<file path="src/sv/nsm_pkg.sv">
package nsm_pkg;

    // Pattern storage is fixed by the two 32-bit pattern words.
    localparam int PATTERN_BYTES   = 8;
    localparam int PAT_IDX_W       = $clog2(PATTERN_BYTES);
    localparam int MAX_PATTERN_DEF = 8;

    localparam int LEN_W  = 4;
    localparam int WORD_W = 32;
    localparam int CNT_W  = 16;
    localparam int CFG_IDX_W = 2;

    typedef enum logic [CFG_IDX_W-1:0] {
        REG_PATTERN_LENGTH = 2'd0,
        REG_PATTERN_LOW    = 2'd1,
        REG_PATTERN_HIGH   = 2'd2
    } cfg_reg_t;

    typedef logic [PATTERN_BYTES-1:0][7:0] pat_bytes_t;

    typedef struct packed {
        logic [7:0] text_byte;
        logic       last_byte;
    } in_item_t;

    typedef struct packed {
        logic             match_found;
        logic [CNT_W-1:0] byte_position;
        logic [CNT_W-1:0] match_total;
        logic             text_done;
    } out_item_t;

    // Per-item control shared by the window and the counters.
    typedef struct packed {
        logic take;
        logic last;
    } step_t;

endpackage

</file>
<file path="src/sv/nsm_window.sv">
module nsm_window #(
    parameter int MAX_PATTERN = nsm_pkg::MAX_PATTERN_DEF
) (
    input  logic                    clk,
    input  logic                    rst_n,
    input  nsm_pkg::step_t          step,
    input  logic [7:0]              text_byte,
    input  logic [nsm_pkg::LEN_W-1:0] len,
    input  nsm_pkg::pat_bytes_t     pattern,
    output logic                    match
);

    localparam int CW = $clog2(MAX_PATTERN + 1);

    logic [7:0]          recent_reg  [MAX_PATTERN];
    logic [7:0]          recent_next [MAX_PATTERN];
    logic [7:0]          win         [MAX_PATTERN];
    logic [CW-1:0]       since_reg;
    logic [CW-1:0]       since_next;
    logic [CW-1:0]       since_inc;
    logic [MAX_PATTERN-1:0] miss;
    logic                armed;

    // Window as it stands with the new byte shifted in, newest first.
    always_comb
    begin
        win[0] = text_byte;
        for (int k = 1; k < MAX_PATTERN; k++)
        begin
            win[k] = recent_reg[k-1];
        end
    end

    assign since_inc = (since_reg < CW'(MAX_PATTERN)) ? since_reg + CW'(1) : since_reg;
    assign armed     = nsm_pkg::LEN_W'(since_inc) >= len;

    // Compare window slot k against pattern byte len-1-k, slots past len ignored.
    always_comb
    begin
        logic [nsm_pkg::LEN_W-1:0] idx;
        idx = '0;
        for (int k = 0; k < MAX_PATTERN; k++)
        begin
            idx     = len - nsm_pkg::LEN_W'(k) - nsm_pkg::LEN_W'(1);
            miss[k] = (nsm_pkg::LEN_W'(k) < len) &&
                      (win[k] != pattern[idx[nsm_pkg::PAT_IDX_W-1:0]]);
        end
    end

    assign match = armed && (miss == '0);

    always_comb
    begin
        for (int k = 0; k < MAX_PATTERN; k++)
        begin
            recent_next[k] = step.last ? 8'd0 : win[k];
        end
        if (step.last || match)
        begin
            since_next = '0;
        end
        else
        begin
            since_next = since_inc;
        end
    end

    always_ff @(posedge clk or negedge rst_n)
    begin
        if (!rst_n)
        begin
            for (int k = 0; k < MAX_PATTERN; k++)
            begin
                recent_reg[k] <= 8'd0;
            end
            since_reg <= '0;
        end
        else if (step.take)
        begin
            recent_reg <= recent_next;
            since_reg  <= since_next;
        end
    end

endmodule

</file>
<file path="src/sv/nsm_count.sv">
module nsm_count (
    input  logic                      clk,
    input  logic                      rst_n,
    input  nsm_pkg::step_t            step,
    input  logic                      match,
    output logic [nsm_pkg::CNT_W-1:0] position,
    output logic [nsm_pkg::CNT_W-1:0] total
);

    localparam logic [nsm_pkg::CNT_W-1:0] SAT = '1;

    logic [nsm_pkg::CNT_W-1:0] pos_reg;
    logic [nsm_pkg::CNT_W-1:0] pos_next;
    logic [nsm_pkg::CNT_W-1:0] mcnt_reg;
    logic [nsm_pkg::CNT_W-1:0] mcnt_next;

    assign position = pos_reg;
    assign total    = (match && mcnt_reg != SAT) ? mcnt_reg + nsm_pkg::CNT_W'(1) : mcnt_reg;

    // Saturate both counts; drop them at the end of a text.
    always_comb
    begin
        if (step.last)
        begin
            pos_next  = '0;
            mcnt_next = '0;
        end
        else
        begin
            pos_next  = (pos_reg != SAT) ? pos_reg + nsm_pkg::CNT_W'(1) : pos_reg;
            mcnt_next = total;
        end
    end

    always_ff @(posedge clk or negedge rst_n)
    begin
        if (!rst_n)
        begin
            pos_reg  <= '0;
            mcnt_reg <= '0;
        end
        else if (step.take)
        begin
            pos_reg  <= pos_next;
            mcnt_reg <= mcnt_next;
        end
    end

endmodule

</file>
<file path="src/sv/nonoverlap_substring_matcher.sv">
// An accepted item's result is registered and appears on out_item in the next cycle.
// Throughput: one item per cycle while results are taken; the window compare and counter
// update finish in the accepting cycle, and the result register frees as it is taken.
// Reset (rst_n, async, active low): window, restart count and counters clear,
// pattern_length reads 1, both pattern words read zero, no result pending.
module nonoverlap_substring_matcher #(
    parameter int MAX_PATTERN = nsm_pkg::MAX_PATTERN_DEF
) (
    input  logic                          clk,
    input  logic                          rst_n,
    // text channel
    input  logic                          in_valid,
    output logic                          in_ready,
    input  nsm_pkg::in_item_t             in_item,
    // result channel
    output logic                          out_valid,
    input  logic                          out_ready,
    output nsm_pkg::out_item_t            out_item,
    // configuration writes
    input  logic                          cfg_write,
    input  logic [nsm_pkg::CFG_IDX_W-1:0] cfg_index,
    input  logic [nsm_pkg::WORD_W-1:0]    cfg_data
);

    logic [nsm_pkg::LEN_W-1:0]  len_cfg_reg;
    logic [nsm_pkg::WORD_W-1:0] pat_low_reg;
    logic [nsm_pkg::WORD_W-1:0] pat_high_reg;

    logic [nsm_pkg::LEN_W-1:0]  len_used;
    nsm_pkg::pat_bytes_t        pattern;

    nsm_pkg::step_t             step;
    logic                       match;
    logic [nsm_pkg::CNT_W-1:0]  position;
    logic [nsm_pkg::CNT_W-1:0]  total;

    logic                       out_valid_reg;
    logic                       out_valid_next;
    nsm_pkg::out_item_t         out_item_reg;
    nsm_pkg::out_item_t         out_item_next;

    // Configuration: writes land directly, unknown indexes are dropped.
    always_ff @(posedge clk or negedge rst_n)
    begin
        if (!rst_n)
        begin
            len_cfg_reg  <= nsm_pkg::LEN_W'(1);
            pat_low_reg  <= '0;
            pat_high_reg <= '0;
        end
        else if (cfg_write)
        begin
            case (nsm_pkg::cfg_reg_t'(cfg_index))
                nsm_pkg::REG_PATTERN_LENGTH: len_cfg_reg  <= cfg_data[nsm_pkg::LEN_W-1:0];
                nsm_pkg::REG_PATTERN_LOW:    pat_low_reg  <= cfg_data;
                nsm_pkg::REG_PATTERN_HIGH:   pat_high_reg <= cfg_data;
                default:                     ;
            endcase
        end
    end

    // Clamp the length to 1..MAX_PATTERN.
    always_comb
    begin
        if (len_cfg_reg == '0)
        begin
            len_used = nsm_pkg::LEN_W'(1);
        end
        else if (len_cfg_reg > nsm_pkg::LEN_W'(MAX_PATTERN))
        begin
            len_used = nsm_pkg::LEN_W'(MAX_PATTERN);
        end
        else
        begin
            len_used = len_cfg_reg;
        end
    end

    // Byte 0 of the pattern sits in bits 7:0 of the low word.
    assign pattern = {pat_high_reg, pat_low_reg};

    // Take a new item whenever the result register is empty or draining.
    assign in_ready  = !out_valid_reg || out_ready;
    assign step.take = in_valid && in_ready;
    assign step.last = in_item.last_byte;

    nsm_window #(
        .MAX_PATTERN (MAX_PATTERN)
    ) u_window (
        .clk       (clk),
        .rst_n     (rst_n),
        .step      (step),
        .text_byte (in_item.text_byte),
        .len       (len_used),
        .pattern   (pattern),
        .match     (match)
    );

    nsm_count u_count (
        .clk      (clk),
        .rst_n    (rst_n),
        .step     (step),
        .match    (match),
        .position (position),
        .total    (total)
    );

    // Result register: load on accept, hold while the consumer stalls.
    always_comb
    begin
        out_item_next.match_found   = match;
        out_item_next.byte_position = position;
        out_item_next.match_total   = total;
        out_item_next.text_done     = in_item.last_byte;

        if (step.take)
        begin
            out_valid_next = 1'b1;
        end
        else if (out_ready)
        begin
            out_valid_next = 1'b0;
        end
        else
        begin
            out_valid_next = out_valid_reg;
        end
    end

    always_ff @(posedge clk or negedge rst_n)
    begin
        if (!rst_n)
        begin
            out_valid_reg <= 1'b0;
        end
        else
        begin
            out_valid_reg <= out_valid_next;
        end
    end

    always_ff @(posedge clk)
    begin
        if (step.take)
        begin
            out_item_reg <= out_item_next;
        end
    end

    assign out_valid = out_valid_reg;
    assign out_item  = out_item_reg;

endmodule

</file>
<file path="config.mk">
export PLATFORM = sky130hd
export DESIGN_NAME = nonoverlap_substring_matcher
export DESIGN_NICKNAME = d
export VERILOG_FILES = /design/src/sv/nsm_pkg.sv /design/src/sv/nsm_window.sv /design/src/sv/nsm_count.sv /design/src/sv/nonoverlap_substring_matcher.sv
export SDC_FILE = /design/constraint.sdc
export NUM_CORES = 1
export LEC_CHECK = 0
export BUFFER_PORTS_ARGS = -buffer_cell sky130_fd_sc_hd__buf_2
export CAP_MARGIN = 20
export CELL_PAD_IN_SITES_DETAIL_PLACEMENT = 0
export CELL_PAD_IN_SITES_GLOBAL_PLACEMENT = 1
export CORE_ASPECT_RATIO = 0.7
export CORE_MARGIN = 5
export CORE_UTILIZATION = 49
export DETAILED_ROUTE_END_ITERATION = 8
export PLACE_DENSITY_LB_ADDON = 0.08
export SETUP_SLACK_MARGIN = 0.1
export SYNTH_ARGS = -nofsm -noshare
export SYNTH_HDL_FRONTEND = slang
export SYNTH_SLANG_ARGS = --single-unit
</file>
<file path="constraint.sdc">
create_clock -name clk -period 4.8 [get_ports clk]
set_clock_uncertainty 0.05 [all_clocks]
set_input_delay 0.48 -clock clk [delete_from_list [all_inputs] [get_ports clk]]
set_output_delay 0.48 -clock clk [all_outputs]
set_load 0.01 [all_outputs]
</file>
== After elaboration in Yosys (flattened, before gate mapping) ==
Index checks and enable logic that the tools add are counted.

* Add/sub/neg operators: 17
* $mul: 0
* Div/mod/pow operators: 0
* Magnitude comparators: 19
* Equality and inequality tests: 12
* Shift operators: 0
* Muxes and demuxes: 33
* Bitwise gates (word level): 0
* Reduce and logical (&&, ||, !) cells: 23

{| class="wikitable"
|+ Operator list
! operator !! count
|-
| $bmux 8 s3 || 8
|-
| $mux 8 || 15
|-
| $mux 16 || 4
|-
| $ne 8x8->1 || 8
|-
| $add 16x1->16 const B || 2
|-
| $lt 3x4->1 const B || 8
|-
| $ne 16x16->1 const B || 2
|-
| $sub 3x1->3 const B || 8
|-
| $lt 3x4->1 const A || 4
|-
| $mux 4 || 4
|-
| $sub 3x3->3 const B || 4
|-
| $logic_and 1x1->1 || 11
|-
| $logic_not 8->1 || 1
|-
| $lt 1x4->1 const A || 2
|-
| $lt 2x4->1 const A || 2
|-
| $reduce_and 2->1 || 4
|-
| $sub 3x2->3 const B || 2
|-
| $add 4x1->4 const B || 1
|-
| $ge 4x4->1 || 1
|-
| $gt 4x4->1 const B || 1
|-
| $logic_not 4->1 || 1
|-
| $lt 4x4->1 const B || 1
|-
| $reduce_bool 2->1 || 2
|-
| $eq 2x1->1 const B || 1
|-
| 5 further kinds || 7
|}

* Bits in registers: 195
* Bits in latches: 0
* Memory bits (writable): 0
* ROM bits: 0
* Input bits: 48
* Word-level logic and storage cells: 122
* Memories: 0

== Longest topological paths before layout ==
Gate-level depths: netlist of the first run.

* Word-level depth: 14
* Gate-level depth with buffers: 20
* Gate-level depth less buffers: 14

== Hierarchy ==
From an unflattened synthesis of the first run, not the netlist that was laid out.

* Cells, all modules: 1032
* Area total of the unflattened synthesis: 12608.3 sq um

{| class="wikitable"
|+ By module, submodules not included
! module !! instances !! cells each !! area each (sq um) !! seq. area each (sq um)
|-
| nsm_window || 1 || 578 || 6349.8 || 1501.4
|-
| nonoverlap_substring_matcher || 1 || 188 || 3937.5 || 2748.9
|-
| nsm_count || 1 || 266 || 2321.0 || 800.8
|}

== Least setup slack after synthesis of the first run ==
No wires, ideal clock.

* Kind: reg-to-reg
* Start point: register len_cfg_reg[3] (netlist bit)
* End point: register out_item_reg, in the netlist out_item[2], data pin
* Setup time: 260 ps
* Data arrival time: 3972 ps
* Required time: 4490 ps
* Slack: 518 ps
* Cell stages (with the launch flop): 16
* Path buffers: 5
* Period minus slack after synthesis: 4282 ps
* Cells stage by stage: dfrtp_1 > buf_4 > nand2b_1 > clkbuf_1 > inv_1 > ha_1 > clkbuf_1 > clkbuf_1 > mux4_2 > xnor2_1 > nor4_1 > a311o_1 > nand4_1 > buf_2 > nor2_1 > mux2_2

* Longest elaborated chain between the ends: 13

{| class="wikitable"
|+ Ends and longest elaborated chain
! what !! RTL line !! text
|-
| start: declaration || nonoverlap_substring_matcher.sv:25 || <nowiki>logic [nsm_pkg::LEN_W-1:0] len_cfg_reg;</nowiki>
|-
| start signal: assignment || nonoverlap_substring_matcher.sv:47 || <nowiki>len_cfg_reg <= nsm_pkg::LEN_W'(1);</nowiki>
|-
| start signal: assignment || nonoverlap_substring_matcher.sv:54 || <nowiki>nsm_pkg::REG_PATTERN_LENGTH: len_cfg_reg <= cfg_data[nsm_pkg::LEN_W-1:0];</nowiki>
|-
| $gt 4x4->1 || nonoverlap_substring_matcher.sv:69 || <nowiki>else if (len_cfg_reg > nsm_pkg::LEN_W'(MAX_PATTERN))</nowiki>
|-
| $mux 4 || nonoverlap_substring_matcher.sv:69 ||
|-
| $mux 4 * || nonoverlap_substring_matcher.sv:65 || <nowiki>if (len_cfg_reg == '0)</nowiki>
|-
| $sub 3x1->3, or another cell as far along || nsm_window.sv:44 || <nowiki>idx = len - nsm_pkg::LEN_W'(k) - nsm_pkg::LEN_W'(1);</nowiki>
|-
| $sub 3x1->3 || nsm_window.sv:44 ||
|-
| $bmux 8 s3 || nsm_window.sv:46 || <nowiki>(win[k] != pattern[idx[nsm_pkg::PAT_IDX_W-1:0]]);</nowiki>
|-
| $mux 8 (implied by the code) || nsm_window.sv:46 ||
|-
| $ne 8x8->1 || nsm_window.sv:46 ||
|-
| $logic_and 1x1->1 || nsm_window.sv:45 || <nowiki>miss[k] = (nsm_pkg::LEN_W'(k) < len) &&</nowiki>
|-
| $logic_not 8->1 || nsm_window.sv:50 || <nowiki>assign match = armed && (miss == '0);</nowiki>
|-
| $logic_and 1x1->1 * || nsm_window.sv:50 ||
|-
| $logic_and 1x1->1 * || nsm_count.sv:18 || <nowiki>assign total = (match && mcnt_reg != SAT) ? mcnt_reg + nsm_pkg::CNT_W'(1) : mcnt_reg;</nowiki>
|-
| $mux 16 * || nsm_count.sv:18 ||
|-
| net total, one bit || nonoverlap_substring_matcher.sv:35 || <nowiki>logic [nsm_pkg::CNT_W-1:0] total;</nowiki>
|-
| end signal: assignment || nonoverlap_substring_matcher.sv:146 || <nowiki>out_item_reg <= out_item_next;</nowiki>
|-
| end: declaration || nonoverlap_substring_matcher.sv:39 || <nowiki>nsm_pkg::out_item_t out_item_reg;</nowiki>
|}

The timed path passes the listed nets; every way through them passes the cells marked *. The select of a mux whose other input is x is not followed.
A chain may end at the register's enable or synchronous reset.

== Final worst setup path of the first run ==
* Start point: register len_cfg_reg[0] (netlist bit)
* End point: register out_item_reg, in the netlist out_item[6], data pin

Same word-level chain as after synthesis.

==> results of run 1 <==
[repair_timing]
action                                  in CTS  in global routing
hold buffers                                 1                  0
endpoints found under the hold margin       36                  0
endpoints found under the setup margin       0                 16
gates resized for setup                      0                  7
[layout make-up]
class | instances | area (um^2)
clock buffers | 18 | 429
clock inverters | 14 | 134
fillers | 2534 | 12700
inverters | 26 | 97.6
multi-input cells | 1066 | 7810
flip-flops and latches | 195 | 5060
well taps | 371 | 464
repair buffers | 138 | 920
[worst max-delay path, delay by kind of cell (launching register included)]
kind	cells	cell delay, ns
xor+xnor	1	0.18
mux	1	0.41
flops	1	0.63
buf+inv	5	1.19
compound gates	2	0.47
simple gates	6	1.18
[metal layers]
metal	routed length [um]	part of all wire [%]	global-route usage (%)	vias to the layer above
li1	-	-	-	5388
met3	5890	12	10.4	91
met1	22400	47	48.0	5929
met5	0	0	0	-
met4	1150	2.4	8.44	0
met2	18600	39	39.2	688
[synth_stat cells, types with 5 or more instances]
master	number
inv_1	22
xor2_1	33
o221ai_1	24
nor3_1	15
and3_1	12
clkbuf_1	76
a22o_1	18
nand4_1	17
buf_1	13
nand3_1	20
ha_1	8
o2111ai_1	17
and2_1	13
o31a_1	8
nor3b_1	46
nand2b_1	13
a221oi_1	6
or3_1	12
o21a_1	20
nor2b_1	20
o211a_1	5
a21oi_1	30
dfrtp_1	160
nor4b_1	8
a221o_1	6
mux4_2	22
buf_2	24
or4bb_1	6
mux2i_1	51
o22ai_1	66
o311ai_0	7
nor4_1	23
o21ai_1	9
o21ai_0	99
buf_6	11
nand2_1	146
mux2_2	83
xnor2_1	39
edfxtp_1	34
buf_4	15
nor2_1	72
a211oi_1	11
[path summary, 6_finish.rpt]
path	start	end	slack [ns]
max reg2reg	len_cfg_reg[0]	out_item[6]	0.32
min	in_valid	out_valid	0.20
min reg2reg	u_window.recent_reg[13]	u_window.recent_reg[13]	0.45
min in group asynchronous	rst_n	u_window.recent_reg[27]	0.52
max	len_cfg_reg[0]	out_item[6]	0.32
max in group asynchronous	rst_n	u_count.position[9]	3.21
[logic make-up (layout without fill, tap and decap cells)]
| logic type | Yosys count | in the layout | synth area share [%] |
|---|---|---|---|
| flops | 195 | 195 | 37.1 |
| mux | 159 | 159 | 14.5 |
| simple gates | 453 | 453 | 18.0 |
| buf+inv | 168 | 196 | 5.97 |
| fa+ha+maj | 8 | 8 | 0.735 |
| compound gates | 373 | 373 | 19.0 |
| xor+xnor | 73 | 73 | 4.75 |
[power breakdown]
group / internal [mW] / switching [mW] / leakage, nW
logic: 1.16 / 1.49 / 3.22
registers: 1.86 / 0.464 / 2.40
clock network: 0.692 / 0.719 / 0.280
==> impl_metrics.json, run 1 <==
{
  "ys_types": 88,
  "clk_path_buf_depth": 2,
  "finalHoldViolCount": 0,
  "yosysSeqAreaShare_pct": 37.1,
  "power_mw": 6.38,
  "rr_worst_depth": 15,
  "syn_area_um2": 13600,
  "dp_hpwl_um": 34400,
  "dieArea_um2": 31300,
  "wl_per_cell_um": 26.3,
  "area_growth_pct": 9.47,
  "grt_max_degree": 105,
  "min_period_over_period_pct": 93.2,
  "top_level_ports": 84,
  "synth_edf_count": 34,
  "core_um2": 27600,
  "drive_gt1_share_pct": 21.3,
  "cts_root_buf": "clkbuf_16",
  "mostFrequentLayoutCells": "dfrtp_1, nand2_1, o21ai_0",
  "synthCells": 1429,
  "required_ns": 4.96,
  "drt-initial-drc-count": 1621,
  "cts_buffers": 17,
  "cts.clk_slew.worst_paths_ns": 0.08,
  "critPathSlowestCell": "dfstp_4",
  "synth_seq_cells": 195,
  "worst_pin_slew_ns": 0.791,
  "cp_max_fo": 73,
  "grt.overflow.total": 0,
  "fmax_mhz": 223,
  "synth_area_leader_cell": "dfrtp_1",
  "ys.flop_type": "dfrtp_1",
  "syn_area_per_cell_um2": 9.53,
  "finalHoldWorstSlack_ns": 0.199,
  "arrival_ns": 4.64,
  "slew_violations": 0,
  "synth_nets": 1485,
  "grt_pass1_wl_um": 72700,
  "fp.dieH_um": 150,
  "largest_reg_flops": 56,
  "place_worst_setup_slack_ns": 0.295,
  "dp_cells": 1795,
  "min_path_cells": 2,
  "die_w_um": 209,
  "nets": 1500,
  "cts_tree": "yes",
  "cts_setup_buffers": 0,
  "outcome": "finished, final reports clean",
  "p_leak_nw": 5.90,
  "initial_utilization_pct": 49.3,
  "path_cells": "buf_12, buf_16, mux2_2, o22ai_1, nor4_1, nor4_1, buf_4, nand4_1, nor3_2, o221a_2, nand4_1, buf_12, inv_1, nand3_1, xnor2_1",
  "synth_top_area_share_pct": 29.4,
  "max_cap_viol_count": 0,
  "stdcell_area_um2": 14900,
  "finalSetupTns_ns": 0,
  "synth_area_leaders": "dfrtp_1, edfxtp_1, mux2_2",
  "ys_warn_count": 0,
  "rows": 51,
  "hp-class": "input port to flip-flop",
  "p_per_area_nw_per_um2": 428,
  "placed_cell_area_um2": 14300,
  "io_buffers": 83,
  "setup_slack_ns": 0.324,
  "clkSinkCount": 195,
  "via_count": 12096,
  "drc": 0,
  "cp-start-kind": "flip-flop",
  "grt_use_total_pct": 30.5,
  "antenna_found_initial": 0,
  "grt_pass1_vias": 11052,
  "rsz0062_at_grt": "no",
  "gp_congestion": 1.04,
  "crit_type": "flip-flop to flip-flop",
  "stdcell_count": 1828,
  "async_flop_share_pct": 82.6,
  "final_common_cell": "dfrtp_1",
  "htree_num_levels": 4,
  "viasPerCell": 6.62,
  "firstDrtPassIters": 6,
  "insertion_delay_ns": 0.47,
  "peakVddDrop_v": 0.000277,
  "setup_viol_count_final": 0,
  "slew_headroom_pct": 47.1,
  "finalWirelength_um": 48000,
  "critPathMaxStageDelay_ns": 0.63,
  "final_util_pct": 54.0,
  "end_kind": "flip-flop",
  "ant_nets": 0,
  "antenna_cells": 0,
  "fin_crit_ns": 4.48
}
Note: power is estimated with default switching activity, not from simulation.
==> inputs of run 2 (changes only) <==
--- a/config.mk
+++ b/config.mk
@@ -5,16 +5,17 @@
 export SDC_FILE = /design/constraint.sdc
 export NUM_CORES = 1
 export LEC_CHECK = 0
-export BUFFER_PORTS_ARGS = -buffer_cell sky130_fd_sc_hd__buf_2
 export CAP_MARGIN = 20
 export CELL_PAD_IN_SITES_DETAIL_PLACEMENT = 0
 export CELL_PAD_IN_SITES_GLOBAL_PLACEMENT = 1
 export CORE_ASPECT_RATIO = 0.7
 export CORE_MARGIN = 5
-export CORE_UTILIZATION = 49
+export CORE_UTILIZATION = 50
 export DETAILED_ROUTE_END_ITERATION = 8
+export DONT_BUFFER_PORTS = 1
 export PLACE_DENSITY_LB_ADDON = 0.08
 export SETUP_SLACK_MARGIN = 0.1
+export SLEW_MARGIN = 30
 export SYNTH_ARGS = -nofsm -noshare
 export SYNTH_HDL_FRONTEND = slang
 export SYNTH_SLANG_ARGS = --single-unit
==> run 2 against run 1 <==
- the flow now finishes with violations (hold timing)
- combinational power about the same
- largest power group unchanged
- first-iteration DRC count grew 1.5%
- worst setup slack got worse by 0.18 ns
- routed wire length up 0.36%
- register-to-register slack worse by 0.18 ns
- flip-flop and latch count unchanged
- sequential power about the same
- critical path depth unchanged
- die area is 1.9% lower
- power is 1.7% higher
- clock-buffer cell count unchanged
==> impl_metrics.json, run 2 (synthesis results as in run 1) <==
{
  "cts_setup_buffers": 0,
  "rows": 50,
  "area_growth_pct": 7.41,
  "ff2ff_setup_slack_ns": 0.14,
  "crit_type": "flip-flop to flip-flop",
  "outcome": "complete, but fails checks",
  "arrival_ns": 4.90,
  "cts.clk_slew.worst_paths_ns": 0.09,
  "end_kind": "flip-flop",
  "wl_per_cell_um": 27.6,
  "finalWirelength_um": 48200,
  "cp_max_fo": 23,
  "clkSinkCount": 195,
  "p_per_area_nw_per_um2": 443,
  "finalHoldWorstSlack_ns": -0.0984,
  "clk_path_buf_depth": 2,
  "finalSetupTns_ns": 0,
  "via_count": 11827,
  "final_common_cell": "dfrtp_1",
  "clock_power_share_pct": 24.2,
  "htree_num_levels": 4,
  "p_sw_share_pct": 41.1,
  "dieArea_um2": 30700,
  "die_w_um": 207,
  "required_ns": 5.05,
  "fmax_mhz": 215,
  "cp-start-kind": "flip-flop",
  "p_leak_nw": 5.64,
  "slew_violations": 0,
  "gp_congestion": 1.05,
  "min_period_over_period_pct": 97.0,
  "stdcell_area_um2": 14600,
  "top_level_ports": 84,
  "cts_tree": "yes",
  "viasPerCell": 6.78,
  "grt_use_total_pct": 30.3,
  "nets": 1423,
  "firstDrtPassIters": 6,
  "antenna_cells": 0,
  "core_um2": 26800,
  "fp.dieH_um": 148,
  "cts_root_buf": "clkbuf_16",
  "fin_crit_ns": 4.66,
  "grt_pass1_vias": 10726,
  "worst_pin_slew_ns": 0.949,
  "ant_nets": 0,
  "internal_power_mw": 3.82,
  "antenna_found_initial": 0,
  "dp_hpwl_um": 33700,
  "pwr-share-seq_pct": 35.6,
  "io_buffers": 0,
  "insertion_delay_ns": 0.47,
  "grt_max_degree": 162,
  "rr_worst_depth": 15,
  "max_cap_viol_count": 0,
  "placed_cell_area_um2": 13900,
  "violations": "hold timing",
  "r2r_end": "out_item[15]",
  "largest_reg_flops": 56,
  "cts_buffers": 17,
  "grt_pass1_wl_um": 70800,
  "slew_headroom_pct": 36.7,
  "finalHoldViolCount": 39,
  "peakVddDrop_v": 0.000321,
  "drt-initial-drc-count": 1645,
  "drc": 0,
  "hp-class": "input port to asynchronous set/reset pin",
  "p_switching_mw": 2.67,
  "drive_gt1_share_pct": 17.0,
  "mostFrequentLayoutCells": "dfrtp_1, nand2_1, o21ai_0",
  "pwr-share-comb_pct": 40.2,
  "worstReg2RegStart": "len_cfg_reg[0]",
  "grt.overflow.total": 0,
  "rsz0062_at_grt": "no",
  "initial_utilization_pct": 50.9,
  "setup_viol_count_final": 0
}
## run 2: cell types whose count changed in the layout (fill, tap and decap cells not counted), moves of 2 or more
cell       previous run  this run
buf_2                82         0
nor4_1               19        21
clkinv_8              1         3
buf_4                48        53
buf_12                5         3
clkbuf_16            17        19
inv_6                 5         1
nor4_2                7         5
bufinv_16             0         2
## run 2: worst max-delay path, cell delays in order (launching register included)
cell        delay, ns
dfstp_4          0.69
o21ba_2          0.21
nor2_4           0.11
ha_1             0.27
clkinvlp_4       0.31
o31a_1           0.20
o2111ai_1        0.29
and3_1           0.33
nor4_2           0.39
nand4_1          0.14
a2111oi_1        0.42
nand4_1          0.17
buf_4            0.26
buf_4            0.17
nor3_1           0.22
mux2i_1          0.26
## run 2: area by class of cell
| cell class | instances | area (um^2) |
|---|---|---|
| inverter | 26 | 101 |
| timing repair buffer | 61 | 574 |
| clock buffer | 18 | 439 |
| multi-input combinational | 1066 | 7800 |
| clock inverter | 14 | 205 |
| sequential | 195 | 5060 |
| fill | 2428 | 12100 |
| tap | 364 | 455 |
## run 2: through the flow
stage	setup WS [ns]	power (mW)	util (%)	instances	hold WS, ns
global placement	0.148	4.73	51.8	1709	0.138
global route	0.0982	6.74	54.6	1744	0.0195
CTS	0.109	6.36	54.3	1742	0.00884
detailed placement	0.123	4.75	51.8	1709	0.138
floorplan	0.518	3.97	-	1429	0.134
finish	0.143	6.49	54.6	1744	-0.0984
## run 2: repair_timing
item	in CTS	in global routing
endpoints found under the hold margin	161	0
setup endpoints to repair	1	34
cloned	0	2
hold buffers	1	0
gates resized for setup	1	6
## run 2: worst max-delay path by stage
stage | to | slack, ns | start
2_1_floorplan | out_item[2] | 0.52 | len_cfg_reg[3]
3_3_place_gp | out_item[12] | 0.15 | len_cfg_reg[0]
3_5_place_dp | out_item[15] | 0.12 | len_cfg_reg[0]
4_1_cts | out_item[15] | 0.11 | len_cfg_reg[0]
5_1_grt | out_item[8] | 0.1 | len_cfg_reg[0]
6_report | out_item[15] | 0.14 | len_cfg_reg[0]
## run 2: power groups by stage
stage / Sequential (mW) / Combinational [mW] / Clock, mW
3_3_place_gp: 2.30 / 2.43 / 0
2_1_floorplan: 2.04 / 1.93 / 0
6_report: 2.31 / 2.61 / 1.57
5_1_grt: 2.31 / 2.77 / 1.66
4_1_cts: 2.27 / 2.49 / 1.60
3_5_place_dp: 2.30 / 2.45 / 0
## run 2: metal layers
metal  part of all wire (%)  track usage, %
met1                     45            46.4
met2                     39            39.4
met5                      0               0
met3                     13            11.7
met4                    2.6            8.36
==> inputs of run 3 (changes only) <==
--- a/config.mk
+++ b/config.mk
@@ -5,14 +5,14 @@
 export SDC_FILE = /design/constraint.sdc
 export NUM_CORES = 1
 export LEC_CHECK = 0
+export BUFFER_PORTS_ARGS = -buffer_cell sky130_fd_sc_hd__buf_2
 export CAP_MARGIN = 20
 export CELL_PAD_IN_SITES_DETAIL_PLACEMENT = 0
 export CELL_PAD_IN_SITES_GLOBAL_PLACEMENT = 1
 export CORE_ASPECT_RATIO = 0.7
 export CORE_MARGIN = 5
-export CORE_UTILIZATION = 50
+export CORE_UTILIZATION = 23
 export DETAILED_ROUTE_END_ITERATION = 8
-export DONT_BUFFER_PORTS = 1
 export PLACE_DENSITY_LB_ADDON = 0.08
 export SETUP_SLACK_MARGIN = 0.1
 export SLEW_MARGIN = 30
==> run 3 against run 2 <==
- the run now ends clean
- cell area increased by 8.2%
- register-to-register slack improved by 0.16 ns
- critical path depth decreased by 1
- first-iteration DRC count decreased by 36%
- sequential share of layout area decreased by 2.6 points
- core utilization decreased by 28 points
- cell count increased by 31%
- die area increased by 110%
- maximum frequency increased by 3.6%
- non-clock buffer count increased by 106
- sequential power about the same
- via count increased by 0.25%
- highest routed layer unchanged
==> impl_metrics.json, run 3 (synthesis results as in run 1) <==
{
  "slew_violations": 0,
  "drt-initial-drc-count": 1057,
  "grt_pass1_vias": 11441,
  "antenna_cells": 0,
  "fmax_mhz": 222,
  "viasPerCell": 5.19,
  "finalHoldViolCount": 0,
  "p_sw_share_pct": 42.7,
  "gp_congestion": 0.865,
  "cts_tree": "yes",
  "core_um2": 58500,
  "p_per_area_nw_per_um2": 426,
  "cp_max_fo": 54,
  "required_ns": 5.02,
  "clk_path_buf_depth": 2,
  "dp_hpwl_um": 42800,
  "rsz0062_at_grt": "no",
  "grt_pass1_wl_um": 84900,
  "r2r_end": "out_item[10]",
  "p_leak_nw": 6.10,
  "stdcell_count": 2284,
  "worst_pin_slew_ns": 0.889,
  "cts_root_buf": "clkbuf_16",
  "place_worst_setup_slack_ns": -0.364,
  "via_count": 11856,
  "path_cells": "buf_12, nor3b_1, o21ai_0, o2111ai_1, and3_1, nor4_1, buf_4, nand4_1, a2111oi_1, nand4_1, buf_4, nor4_1, buf_4, xnor2_1",
  "setup_slack_ns": 0.304,
  "min_path_cells": 2,
  "slew_headroom_pct": 40.6,
  "cp_common_cell": "buf_4",
  "hp-class": "input port to flip-flop",
  "rows": 74,
  "initial_utilization_pct": 23.3,
  "dieArea_um2": 64300,
  "crit_type": "flip-flop to flip-flop",
  "pwr-share-comb_pct": 43.3,
  "drive_gt1_share_pct": 23.1,
  "insertion_delay_ns": 0.51,
  "cp-start-kind": "flip-flop",
  "dp_cells": 2249,
  "end_kind": "flip-flop",
  "max_cap_viol_count": 0,
  "crit_family": "simple AND/OR/NAND/NOR gates",
  "internal_power_mw": 3.86,
  "worst-path-buf-inv": 4,
  "antenna_found_initial": 4,
  "area_growth_pct": 16.2,
  "largest_reg_flops": 56,
  "finalWirelength_um": 58400,
  "clock_power_share_pct": 22.9,
  "io_buffers": 83,
  "die_w_um": 301,
  "final_common_cell": "dfrtp_1",
  "pwr-share-seq_pct": 33.8,
  "htree_num_levels": 4,
  "nets": 1529,
  "critPathSlowestCell": "dfstp_4",
  "ff2ff_setup_slack_ns": 0.30,
  "clkSinkCount": 195,
  "min_period_over_period_pct": 93.7,
  "critPathMaxStageDelay_ns": 0.63,
  "cts_buffers": 17,
  "hp-start": "in_valid",
  "drc": 0,
  "arrival_ns": 4.71,
  "top_level_ports": 84,
  "final_util_pct": 27.0,
  "worstReg2RegStart": "len_cfg_reg[0]",
  "peakVddDrop_v": 0.000324,
  "setup_viol_count_final": 0,
  "rr_worst_depth": 14,
  "outcome": "finished, final reports clean",
  "mostFrequentLayoutCells": "dfrtp_1, nand2_1, o21ai_0",
  "wl_per_cell_um": 25.6,
  "ant_nets": 0,
  "fin_crit_ns": 4.50,
  "grt.overflow.total": 0,
  "holdPathEnd": "out_valid",
  "p_switching_mw": 2.88,
  "grt_use_total_pct": 18.1,
  "grt_max_degree": 89,
  "cts.clk_slew.worst_paths_ns": 0.08,
  "firstDrtPassIters": 5,
  "fp.dieH_um": 214
}
[run 3: worst max path at each step]
stage,startpoint,to,slack (ns),cells past startpoint
5_1_grt,len_cfg_reg[0],out_item[12],0.11,17
4_1_cts,len_cfg_reg[0],out_item[13],0.13,13
3_5_place_dp,len_cfg_reg[0],out_item[13],-0.36,13
6_report,len_cfg_reg[0],out_item[10],0.30,14
3_3_place_gp,len_cfg_reg[0],out_item[12],-0.35,14
2_1_floorplan,len_cfg_reg[3],out_item[2],0.52,15
[run 3: routing by layer]
metal	wire (um)	vias up	GRT usage [%]
met5	0	-	0
met4	1000	0	4.37
met3	4040	44	5.07
met2	23100	353	24.2
met1	30200	6006	28.4
li1	-	5453	-
[run 3: final cells by class]
cell class	instances	area, um^2
fillers	6255	42700
multi-input cells	1066	7830
flip-flops and latches	195	5060
repair buffers	167	1230
well taps	798	998
clock buffers	18	439
clock inverters	14	170
inverters	26	100
[run 3: what timing repair did]
item,CTS,global route
buffers inserted,0,0
resized for setup,4,7
endpoints found under the hold margin,18,0
hold buffers,1,0
endpoints found under the setup margin,37,24
gates cloned,0,1
[run 3: power by group through the flow]
stage	sequential [mW]	clock, mW	combinational [mW]
finish	2.28	1.54	2.92
CTS	2.27	1.62	2.86
global placement	2.31	0	2.85
global route	2.30	1.67	3.12
detailed placement	2.30	0	2.84
floorplan	2.04	0	1.93
[run 3: metrics by stage]
step / TNS (ns) / area [um^2] / hold WS (ns) / power, mW
finish: 0 / 15800 / 0.157 / 6.74
global route: 0 / 15800 / 0.133 / 7.09
CTS: 0 / 15700 / 0.110 / 6.75
detailed placement: -8.63 / 15100 / 0.439 / 5.14
global placement: -7.36 / 15100 / 0.434 / 5.16
floorplan: 0 / 13600 / 0.134 / 3.97
[run 3: worst reg2reg max path, delay by kind of cell (launching register included)]
family | cells | cell delay (ns)
and+or+nand+nor | 6 | 1.41
DFF | 1 | 0.63
AOI/OAI and AO/OA | 3 | 1.29
buffers and inverters | 4 | 0.84
xor gates and xnor gates | 1 | 0.05
